`config.mk`:
```
export PLATFORM = sky130hd
export DESIGN_NAME = smoothed_frame_timer
export DESIGN_NICKNAME = d
export VERILOG_FILES = /design/src/rtl/smt_pkg.sv /design/src/rtl/smt_ctrl.sv /design/src/rtl/smt_datapath.sv /design/src/rtl/smoothed_frame_timer.sv
export SDC_FILE = /design/constraint.sdc
export NUM_CORES = 2
export LEC_CHECK = 0
export ABC_AREA = 1
export BUFFER_PORTS_ARGS = -buffer_cell sky130_fd_sc_hd__clkbuf_2
export CAP_MARGIN = 10
export CORE_UTILIZATION = 55
export DETAILED_ROUTE_END_ITERATION = 6
export PLACE_DENSITY = 0.77
export SLEW_MARGIN = 40
export SYNTH_ARGS = -nofsm -noshare
export SYNTH_HDL_FRONTEND = slang
export SYNTH_SLANG_ARGS = --single-unit
export TNS_END_PERCENT = 10
```
`constraint.sdc`:
```
create_clock -name clk -period 14.1 [get_ports clk]
set_input_delay 2.82 -clock clk [delete_from_list [all_inputs] [get_ports clk]]
set_output_delay 2.82 -clock clk [all_outputs]
set_load 0.02 [all_outputs]
```
`src/rtl/smt_pkg.sv`:
```
// Shared types, widths and codes for the smoothed frame timer.
package smt_pkg;

  localparam int DUR_W    = 25;  // signed frame duration
  localparam int SUM_W    = 30;  // signed running sum over up to 31 durations
  localparam int GAME_W   = 64;
  localparam int CNT_W    = 32;
  localparam int WIN_W    = 5;
  localparam int MAXT_W   = 24;
  localparam int REG_TIME_W = 48;  // widest time value the start register keeps
  localparam int CFG_IDX_W  = 2;

  localparam int DEF_HISTORY_DEPTH = 16;
  localparam int DEF_TIME_WIDTH    = 48;

  localparam logic [WIN_W-1:0]  WINDOW_RST   = 5'd1;
  localparam logic [MAXT_W-1:0] MAX_TIME_RST = 24'd100000;

  localparam logic [CFG_IDX_W-1:0] REG_WINDOW     = 2'd0;
  localparam logic [CFG_IDX_W-1:0] REG_MAX_TIME   = 2'd1;
  localparam logic [CFG_IDX_W-1:0] REG_START_TIME = 2'd2;

  typedef enum logic [2:0] {
    ST_IDLE,
    ST_DIFF,
    ST_CLAMP,
    ST_UPDATE,
    ST_LOAD,
    ST_DIVIDE,
    ST_FINISH,
    ST_COMMIT
  } state_t;

  typedef struct packed {
    logic capture;  // take the sample of an accepted item
    logic diff;     // raw elapsed time, ring read
    logic clamp;    // saturate elapsed time
    logic update;   // ring write, running sum, head and fill
    logic load;     // start the divider
    logic step;     // one divider iteration
    logic finish;   // restore the quotient sign
    logic commit;   // publish the result and advance game time
  } dp_cmd_t;

  typedef struct packed {
    logic div_last;
  } dp_status_t;

endpackage

```
`src/rtl/smt_ctrl.sv`:
```
// Sequencing state machine and result-valid flag of the smoothed frame timer.
module smt_ctrl
  import smt_pkg::*;
(
  input  logic       clk,
  input  logic       rst_n,
  input  logic       in_valid,
  output logic       in_ready,
  output logic       out_valid,
  input  logic       out_ready,
  input  dp_status_t status,
  output dp_cmd_t    cmd
);

  state_t state_r, state_nxt;
  logic   out_valid_r, out_valid_nxt;
  logic   out_free;

  assign out_free = !out_valid_r || out_ready;

  always_comb begin
    state_nxt = state_r;
    unique case (state_r)
      ST_IDLE:   if (in_valid) state_nxt = ST_DIFF;
      ST_DIFF:   state_nxt = ST_CLAMP;
      ST_CLAMP:  state_nxt = ST_UPDATE;
      ST_UPDATE: state_nxt = ST_LOAD;
      ST_LOAD:   state_nxt = ST_DIVIDE;
      ST_DIVIDE: if (status.div_last) state_nxt = ST_FINISH;
      ST_FINISH: state_nxt = ST_COMMIT;
      ST_COMMIT: if (out_free) state_nxt = ST_IDLE;
      default:   state_nxt = ST_IDLE;
    endcase
  end

  always_comb begin
    cmd      = '0;
    in_ready = 1'b0;
    unique case (state_r)
      ST_IDLE: begin
        in_ready    = 1'b1;
        cmd.capture = in_valid;
      end
      ST_DIFF:   cmd.diff   = 1'b1;
      ST_CLAMP:  cmd.clamp  = 1'b1;
      ST_UPDATE: cmd.update = 1'b1;
      ST_LOAD:   cmd.load   = 1'b1;
      ST_DIVIDE: cmd.step   = 1'b1;
      ST_FINISH: cmd.finish = 1'b1;
      ST_COMMIT: cmd.commit = out_free;
      default:   cmd        = '0;
    endcase
  end

  // The result register is released by out_ready and refilled by a commit.
  always_comb begin
    out_valid_nxt = out_valid_r;
    if (cmd.commit) begin
      out_valid_nxt = 1'b1;
    end else if (out_ready) begin
      out_valid_nxt = 1'b0;
    end
  end

  always_ff @(posedge clk) begin
    if (!rst_n) begin
      state_r     <= ST_IDLE;
      out_valid_r <= 1'b0;
    end else begin
      state_r     <= state_nxt;
      out_valid_r <= out_valid_nxt;
    end
  end

  assign out_valid = out_valid_r;

endmodule

```
`src/rtl/smt_datapath.sv`:
```
// Datapath: configuration, elapsed-time clamp, duration ring, serial divider, totals.
module smt_datapath
  import smt_pkg::*;
#(
  parameter int HISTORY_DEPTH = DEF_HISTORY_DEPTH,
  parameter int TIME_WIDTH    = DEF_TIME_WIDTH,
  parameter int CFG_W         = (TIME_WIDTH > MAXT_W) ? TIME_WIDTH : MAXT_W
)
(
  input  logic                     clk,
  input  logic                     rst_n,
  input  logic                     cfg_we,
  input  logic [CFG_IDX_W-1:0]     cfg_index,
  input  logic [CFG_W-1:0]         cfg_wdata,
  input  logic [TIME_WIDTH-1:0]    in_sample_time,
  input  dp_cmd_t                  cmd,
  output dp_status_t               status,
  output logic signed [DUR_W-1:0]  out_frame_duration,
  output logic signed [GAME_W-1:0] out_game_time,
  output logic [CNT_W-1:0]         out_frame_count
);

  localparam int TW      = (TIME_WIDTH < REG_TIME_W) ? TIME_WIDTH : REG_TIME_W;
  localparam int CMP_W   = ((TW > MAXT_W) ? TW : MAXT_W) + 1;
  localparam int IDX_W   = (HISTORY_DEPTH > 1) ? $clog2(HISTORY_DEPTH) : 1;
  localparam int WIN_CAP = (HISTORY_DEPTH < 31) ? HISTORY_DEPTH : 31;
  localparam int DCNT_W  = $clog2(SUM_W);

  // Configuration registers.
  logic [WIN_W-1:0]  window_r;
  logic [MAXT_W-1:0] max_time_r;
  logic [TW-1:0]     prev_r;

  // Per-item working registers.
  logic [TW-1:0]            now_r;
  logic signed [TW:0]       diff_r;
  logic signed [DUR_W-1:0]  elapsed_r;
  logic signed [DUR_W-1:0]  rd_r;
  logic [IDX_W-1:0]         head_r;
  logic [WIN_W-1:0]         fill_r;
  logic signed [SUM_W-1:0]  sum_r;

  // Divider.
  logic [SUM_W-1:0]  dq_r;
  logic [WIN_W-1:0]  rem_r;
  logic [WIN_W-1:0]  divisor_r;
  logic [DCNT_W-1:0] dcnt_r;
  logic              neg_r;

  logic signed [DUR_W-1:0]  avg_r;
  logic signed [DUR_W-1:0]  dur_out_r;
  logic signed [GAME_W-1:0] game_r;
  logic [CNT_W-1:0]         count_r;

  logic signed [DUR_W-1:0] ring_mem [HISTORY_DEPTH];

  logic [WIN_W-1:0]        win;
  logic [TW:0]             mag;
  logic                    over;
  logic [MAXT_W-1:0]       emag;
  logic signed [DUR_W-1:0] old_val;
  logic signed [SUM_W-1:0] sum_nxt;
  logic [WIN_W:0]          head_inc;
  logic [IDX_W-1:0]        head_nxt;
  logic [WIN_W-1:0]        fill_nxt;
  logic [WIN_W:0]          rs;
  logic                    ge;
  logic [SUM_W-1:0]        sum_mag;

  always_comb begin
    if (window_r == '0) begin
      win = WIN_W'(1);
    end else if (window_r > WIN_W'(WIN_CAP)) begin
      win = WIN_W'(WIN_CAP);
    end else begin
      win = window_r;
    end
  end

  assign mag  = diff_r[TW] ? TW'(-diff_r) : TW'(diff_r);
  assign over = CMP_W'(mag) > CMP_W'(max_time_r);
  assign emag = over ? max_time_r : MAXT_W'(mag);

  // A slot is only valid once the ring has filled since the last window change.
  assign old_val  = (fill_r == win) ? rd_r : '0;
  assign sum_nxt  = sum_r - SUM_W'(old_val) + SUM_W'(elapsed_r);
  assign head_inc = (WIN_W + 1)'(head_r) + 1'b1;
  assign head_nxt = (head_inc >= {1'b0, win}) ? '0 : IDX_W'(head_inc);
  assign fill_nxt = (fill_r < win) ? fill_r + 1'b1 : win;

  assign rs      = {rem_r, dq_r[SUM_W-1]};
  assign ge      = rs >= {1'b0, divisor_r};
  assign sum_mag = sum_r[SUM_W-1] ? SUM_W'(-sum_r) : SUM_W'(sum_r);

  assign status.div_last = (dcnt_r == '0);

  // Configuration and history control.
  always_ff @(posedge clk) begin
    if (!rst_n) begin
      window_r   <= WINDOW_RST;
      max_time_r <= MAX_TIME_RST;
      prev_r     <= '0;
      head_r     <= '0;
      fill_r     <= '0;
      sum_r      <= '0;
      game_r     <= '0;
      count_r    <= '0;
    end else begin
      if (cfg_we) begin
        unique case (cfg_index)
          REG_WINDOW: begin
            window_r <= cfg_wdata[WIN_W-1:0];
            head_r   <= '0;
            fill_r   <= '0;
            sum_r    <= '0;
          end
          REG_MAX_TIME:   max_time_r <= cfg_wdata[MAXT_W-1:0];
          REG_START_TIME: prev_r     <= cfg_wdata[TW-1:0];
          default: ;
        endcase
      end
      if (cmd.diff) begin
        prev_r <= now_r;
      end
      if (cmd.update) begin
        sum_r  <= sum_nxt;
        head_r <= head_nxt;
        fill_r <= fill_nxt;
      end
      if (cmd.commit) begin
        game_r  <= game_r + GAME_W'(avg_r);
        count_r <= count_r + 1'b1;
      end
    end
  end

  // Duration ring: one registered read and one write at the head slot.
  always_ff @(posedge clk) begin
    if (cmd.diff) begin
      rd_r <= ring_mem[head_r];
    end
    if (cmd.update) begin
      ring_mem[head_r] <= elapsed_r;
    end
  end

  // Payload registers.
  always_ff @(posedge clk) begin
    if (cmd.capture) begin
      now_r <= in_sample_time[TW-1:0];
    end
    if (cmd.diff) begin
      diff_r <= $signed({1'b0, now_r}) - $signed({1'b0, prev_r});
    end
    if (cmd.clamp) begin
      elapsed_r <= diff_r[TW] ? -$signed({1'b0, emag}) : $signed({1'b0, emag});
    end
    if (cmd.load) begin
      dq_r      <= sum_mag;
      rem_r     <= '0;
      divisor_r <= fill_r;
      neg_r     <= sum_r[SUM_W-1];
      dcnt_r    <= DCNT_W'(SUM_W - 1);
    end else if (cmd.step) begin
      dq_r   <= {dq_r[SUM_W-2:0], ge};
      rem_r  <= ge ? WIN_W'(rs - {1'b0, divisor_r}) : WIN_W'(rs);
      dcnt_r <= dcnt_r - 1'b1;
    end
    if (cmd.finish) begin
      avg_r <= neg_r ? -$signed(DUR_W'(dq_r)) : $signed(DUR_W'(dq_r));
    end
    if (cmd.commit) begin
      dur_out_r <= avg_r;
    end
  end

  assign out_frame_duration = dur_out_r;
  assign out_game_time      = game_r;
  assign out_frame_count    = count_r;

endmodule

```
`src/rtl/smoothed_frame_timer.sv`:
```
// Top level of the smoothed frame timer: controller, datapath and checks.
//
//   channel  direction  handshake                 payload
//   in_      input      in_valid / in_ready       in_sample_time
//   out_     output     out_valid / out_ready     out_frame_duration, out_game_time,
//                                                 out_frame_count
//   cfg_     input      cfg_we                    cfg_index, cfg_wdata
//
// Each item passes through the difference, clamp, update, load, divide, finish and commit
// states, the 30-step serial divider being the longest; a new item is taken only after the previous one is committed.
// A result waits in the output register while the next item is already accepted.
// Reset is synchronous and active low; the duration ring needs no clearing pass.
// A stalled result holds the commit step until out_ready frees the output register.
module smoothed_frame_timer
  import smt_pkg::*;
#(
  parameter int HISTORY_DEPTH = DEF_HISTORY_DEPTH,
  parameter int TIME_WIDTH    = DEF_TIME_WIDTH,
  parameter int CFG_W         = (TIME_WIDTH > MAXT_W) ? TIME_WIDTH : MAXT_W
)
(
  input  logic                     clk,
  input  logic                     rst_n,
  input  logic                     cfg_we,
  input  logic [CFG_IDX_W-1:0]     cfg_index,
  input  logic [CFG_W-1:0]         cfg_wdata,
  input  logic                     in_valid,
  output logic                     in_ready,
  input  logic [TIME_WIDTH-1:0]    in_sample_time,
  output logic                     out_valid,
  input  logic                     out_ready,
  output logic signed [DUR_W-1:0]  out_frame_duration,
  output logic signed [GAME_W-1:0] out_game_time,
  output logic [CNT_W-1:0]         out_frame_count
);

  dp_cmd_t    cmd;
  dp_status_t status;

  smt_ctrl u_ctrl (
    .clk       (clk),
    .rst_n     (rst_n),
    .in_valid  (in_valid),
    .in_ready  (in_ready),
    .out_valid (out_valid),
    .out_ready (out_ready),
    .status    (status),
    .cmd       (cmd)
  );

  smt_datapath #(
    .HISTORY_DEPTH (HISTORY_DEPTH),
    .TIME_WIDTH    (TIME_WIDTH),
    .CFG_W         (CFG_W)
  ) u_dp (
    .clk                (clk),
    .rst_n              (rst_n),
    .cfg_we             (cfg_we),
    .cfg_index          (cfg_index),
    .cfg_wdata          (cfg_wdata),
    .in_sample_time     (in_sample_time),
    .cmd                (cmd),
    .status             (status),
    .out_frame_duration (out_frame_duration),
    .out_game_time      (out_game_time),
    .out_frame_count    (out_frame_count)
  );

  // After an item is taken the block is busy with it.
  a_busy_after_accept: assert property (@(posedge clk) disable iff (!rst_n)
    (in_valid && in_ready) |=> !in_ready)
    else $error("input ready right after an item was accepted");

  // The frame counter only ever advances by one.
  a_count_steps: assert property (@(posedge clk) disable iff (!rst_n)
    (out_frame_count != $past(out_frame_count)) |->
      (out_frame_count == $past(out_frame_count) + 32'd1))
    else $error("frame count moved by other than one");

  // A new result appears only together with a valid flag.
  a_count_with_valid: assert property (@(posedge clk) disable iff (!rst_n)
    (out_frame_count != $past(out_frame_count)) |-> out_valid)
    else $error("frame count changed without a valid result");

endmodule

```
==> qor.yml <==
postCtsSetupBuffers: 0
cts_tree: "built"
post-route-period-util: 0.3959
die_x_microns: 291.1
period_needed_ns: 5.582
critPathLaunchType: "input port"
hold_path_class: "register to register"
wl_microns: 117400
ios: 226
cpMaxStageDelayCell: "buf_4"
overflow: 0
rows: 105
crit_family: "simple AND/OR/NAND/NOR gates"
crit_type: "input port to register"
cts_buffers: 90
place_congestion: 0.9565
die_h_microns: 291.1
final-max-slew-violation-count: 0
drtIter0Drc: 3411
holdPathStages: 0
min_to: "u_dp.out_frame_duration[4]"
synthTopCellsByArea: "edfxtp_1 41%, dfxtp_1 9.8%, nand2_1 7.0%, inv_1 5.6%, o21ai_0 5.5%"
ys_seq_area_frac: 0.5119
final_hold_viol_count: 0
worst_hold_startpoint: "u_dp.avg_r[4]"
p_leak_nw: 21.33
layout-drive-gt1-share: 0.09184
synth.largest_area_cell: "edfxtp_1"
core_sq_mm: 0.08237
antenna_found_initial: 0
outcome: "completed"
synth_seq_cells: 859
syn_inst: 5227
grt_pass1_wl_microns: 184500
post_cts_resized: 0
dp_hpwl_microns: 80740
r2r_end: "u_dp.elapsed_r[9]"
htreeDepth: 3
finalSetupViolCount: 0
start_util: 0.5581
drv_cap: 0
worst-path-buf-inv: 6
clk_latency_ns: 0.67
layout.nets: 5741
place_ws_ns: 7.876
syn_to_final_growth_pct: 11.45
async_reset_ff_frac: 0
grt_max_degree: 97
syn_area_sq_mm: 0.04597
die_area_sq_mm: 0.08474
wl_per_cell_microns: 17.90
fin_skew_ns: 0.02792
postCtsHoldBufs: 0
drtAntennaViolNets: 0
irDropWorstVdd_mv: 0.2261
ys_types: 54
endpoint_kind: "register"
tns_ns: 0
synth_edf_count: 633
worst_ep_arrival_time_ns: 6.14
cts_sinks: 859
syn-mean-instance-area_sq_um: 8.795
final_cell_mix: "856 x nand2_1, 682 x inv_1, 655 x nor2_1"
synth_ff_type: "edfxtp_1"
r2r_cells: 24
viasPerCell: 5.671
synth_nets: 5556
synth_top_area_share: 0.4135
first_global_vias: 35240
crit_required_ns: 14.66
clk_pin_slew_ns: 0.06
yosysWarnings: 0
cp_max_fo: 63
fmax_ghz: 0.1791
final_common_cell: "nand2_1"
rsz0062_at_grt: "no"
hold-worst-slack_ns: 0.4650
tightest_slew_ns: 0.8424
max_slew_margin: 0.4341
grt_use_total: 0.2719
io_buffers: 225
cts_buffer_depth: 3
dr.pass1.iters: 6
fill_cells: 6791
dr_total_vias: 37190
pwr_density_cell_mw_per_mm2: 177.7
setup_ws_ns: 8.518
crit_top_cell: "nand3_1"
cp_cell_sequence: "clkbuf_2 -> nor2_1 -> nor2_4 -> buf_4 -> inv_1 -> nor2_1 -> nand3_1 -> nor2_1 -> nand4_1 -> nor3_1 -> nand3_1 -> inv_1 -> nand3_1 -> inv_1 -> nand3_1 -> inv_1 -> nand3_1 -> nor2_2 -> nand4_1 -> o21ai_0 -> a21oi_1"
cp-startpoint: "out_ready"
r2r_start: "u_dp.diff_r[48]"
diodes: 0
critPathMaxStageDelay_ns: 0.62
cts-root-buf: "clkbuf_16"
drcViolationCount: 0
power_mw: 9.105
r2r_slack_ns: 8.83
## per-stage QoR
| stage | util | instances | cell area (sq um) |
|---|---|---|---|
| after global placement | 0.5844 | 6389 | 48140 |
| after CTS | 0.6218 | 6558 | 51220 |
| after detailed placement | 0.5851 | 6390 | 48190 |
| final | 0.6219 | 6558 | 51230 |
| after floorplan | - | 5227 | 45970 |
| after global routing | 0.6219 | 6558 | 51230 |
## metal layers
layer	GRT usage	vias to the layer above	wire length [microns]
met5	0	-	0
met2	0.4572	1416	55620
li1	-	18100	-
met4	0.1016	0	3866
met3	0.03184	239	7944
met1	0.3610	17440	49930
## cell families (layout without fill, tap and decap cells)
family	count (synthesis)	after routing	synth area share
adder cells (fa/ha/maj)	226	226	0.06674
buffers and inverters	869	1130	0.07237
AND/OR/NAND/NOR	1885	1885	0.1695
XOR/XNOR	189	189	0.03601
flip-flops	859	859	0.5119
AO/OA/AOI/OAI	1199	1199	0.1434
## cell type report
type,instances,area (sq um),area share
Sequential cell,859,23540,0.4594
Multi-Input combinational cell,3499,19220,0.3751
Inverter,691,2601,0.05078
Clock buffer,117,2484,0.04848
Timing Repair Buffer,271,1505,0.02938
Tap cell,1070,1339,0.02613
Clock inverter,51,545.5,0.01065
## flip-flops by register name, indices dropped and copies added, names as in the netlist, 30 cells and up
register	cells
u_dp.out_frame_count	32
u_dp.now_r	48
u_dp.sum_r	30
u_dp.diff_r	49
u_dp.ring_mem	400
u_dp.out_game_time	64
u_dp.dq_r	30
u_dp.prev_r	48
## cells in the mapped netlist, types with 5 or more instances
master	instances
nand4_1	65
ha_1	194
dfxtp_1	226
nand2_1	858
o21a_1	21
inv_1	687
a221oi_1	5
or2_2	6
o22ai_1	104
nor3_1	49
a21oi_1	342
o21ai_1	22
o21ai_0	509
nand2_2	20
nand3_1	153
nor2_2	10
o31ai_1	5
clkbuf_1	156
a21o_1	10
buf_1	8
a31oi_1	108
buf_6	6
nand3b_1	17
edfxtp_1	633
a21boi_0	20
o211ai_1	23
fa_1	32
xnor2_1	67
nor4_1	13
xor2_1	122
nor2_1	675
nand3_2	6
o21bai_1	7
o221ai_1	7
## worst register-to-register path: stages (launching register included)
cell and delay [ns]:
edfxtp_1 0.32, buf_4 0.56, inv_1 0.55, nor2_1 0.28
a21oi_1 0.08, xnor2_1 0.21, ha_1 0.29, nand2_1 0.06
inv_1 0.07, nand3_1 0.06, nor4_1 0.52, nand4_1 0.16
nor2_1 0.11, nand3_1 0.12, nand2_4 0.32, nand2_4 0.31
nand2_2 0.16, nand2_2 0.09, nor2_1 0.11, nand2_1 0.08
nand2_2 0.08, nand2_2 0.09, nor2_4 0.15, xor2_1 0.18
inv_1 0.05
## worst max-delay path by stage
stage / endpoint / cells past startpoint
4_1_cts: u_dp.out_frame_count[31] / 21
3_3_place_gp: u_dp.out_frame_count[31] / 21
2_1_floorplan: u_dp.now_r[0] / 2
3_5_place_dp: u_dp.out_frame_count[31] / 21
6_report: u_dp.out_frame_count[31] / 21
5_1_grt: u_dp.out_frame_count[31] / 21
## where the power goes
group / switching (mW) / internal, mW / leakage [nW] / total [mW]
Combinational: 2.04 / 1.06 / 12.3 / 3.10
Clock: 1.03 / 1.39 / 1.48 / 2.42
Sequential: 0.333 / 3.25 / 7.58 / 3.58
Note: power is estimated with default switching activity, not from simulation.
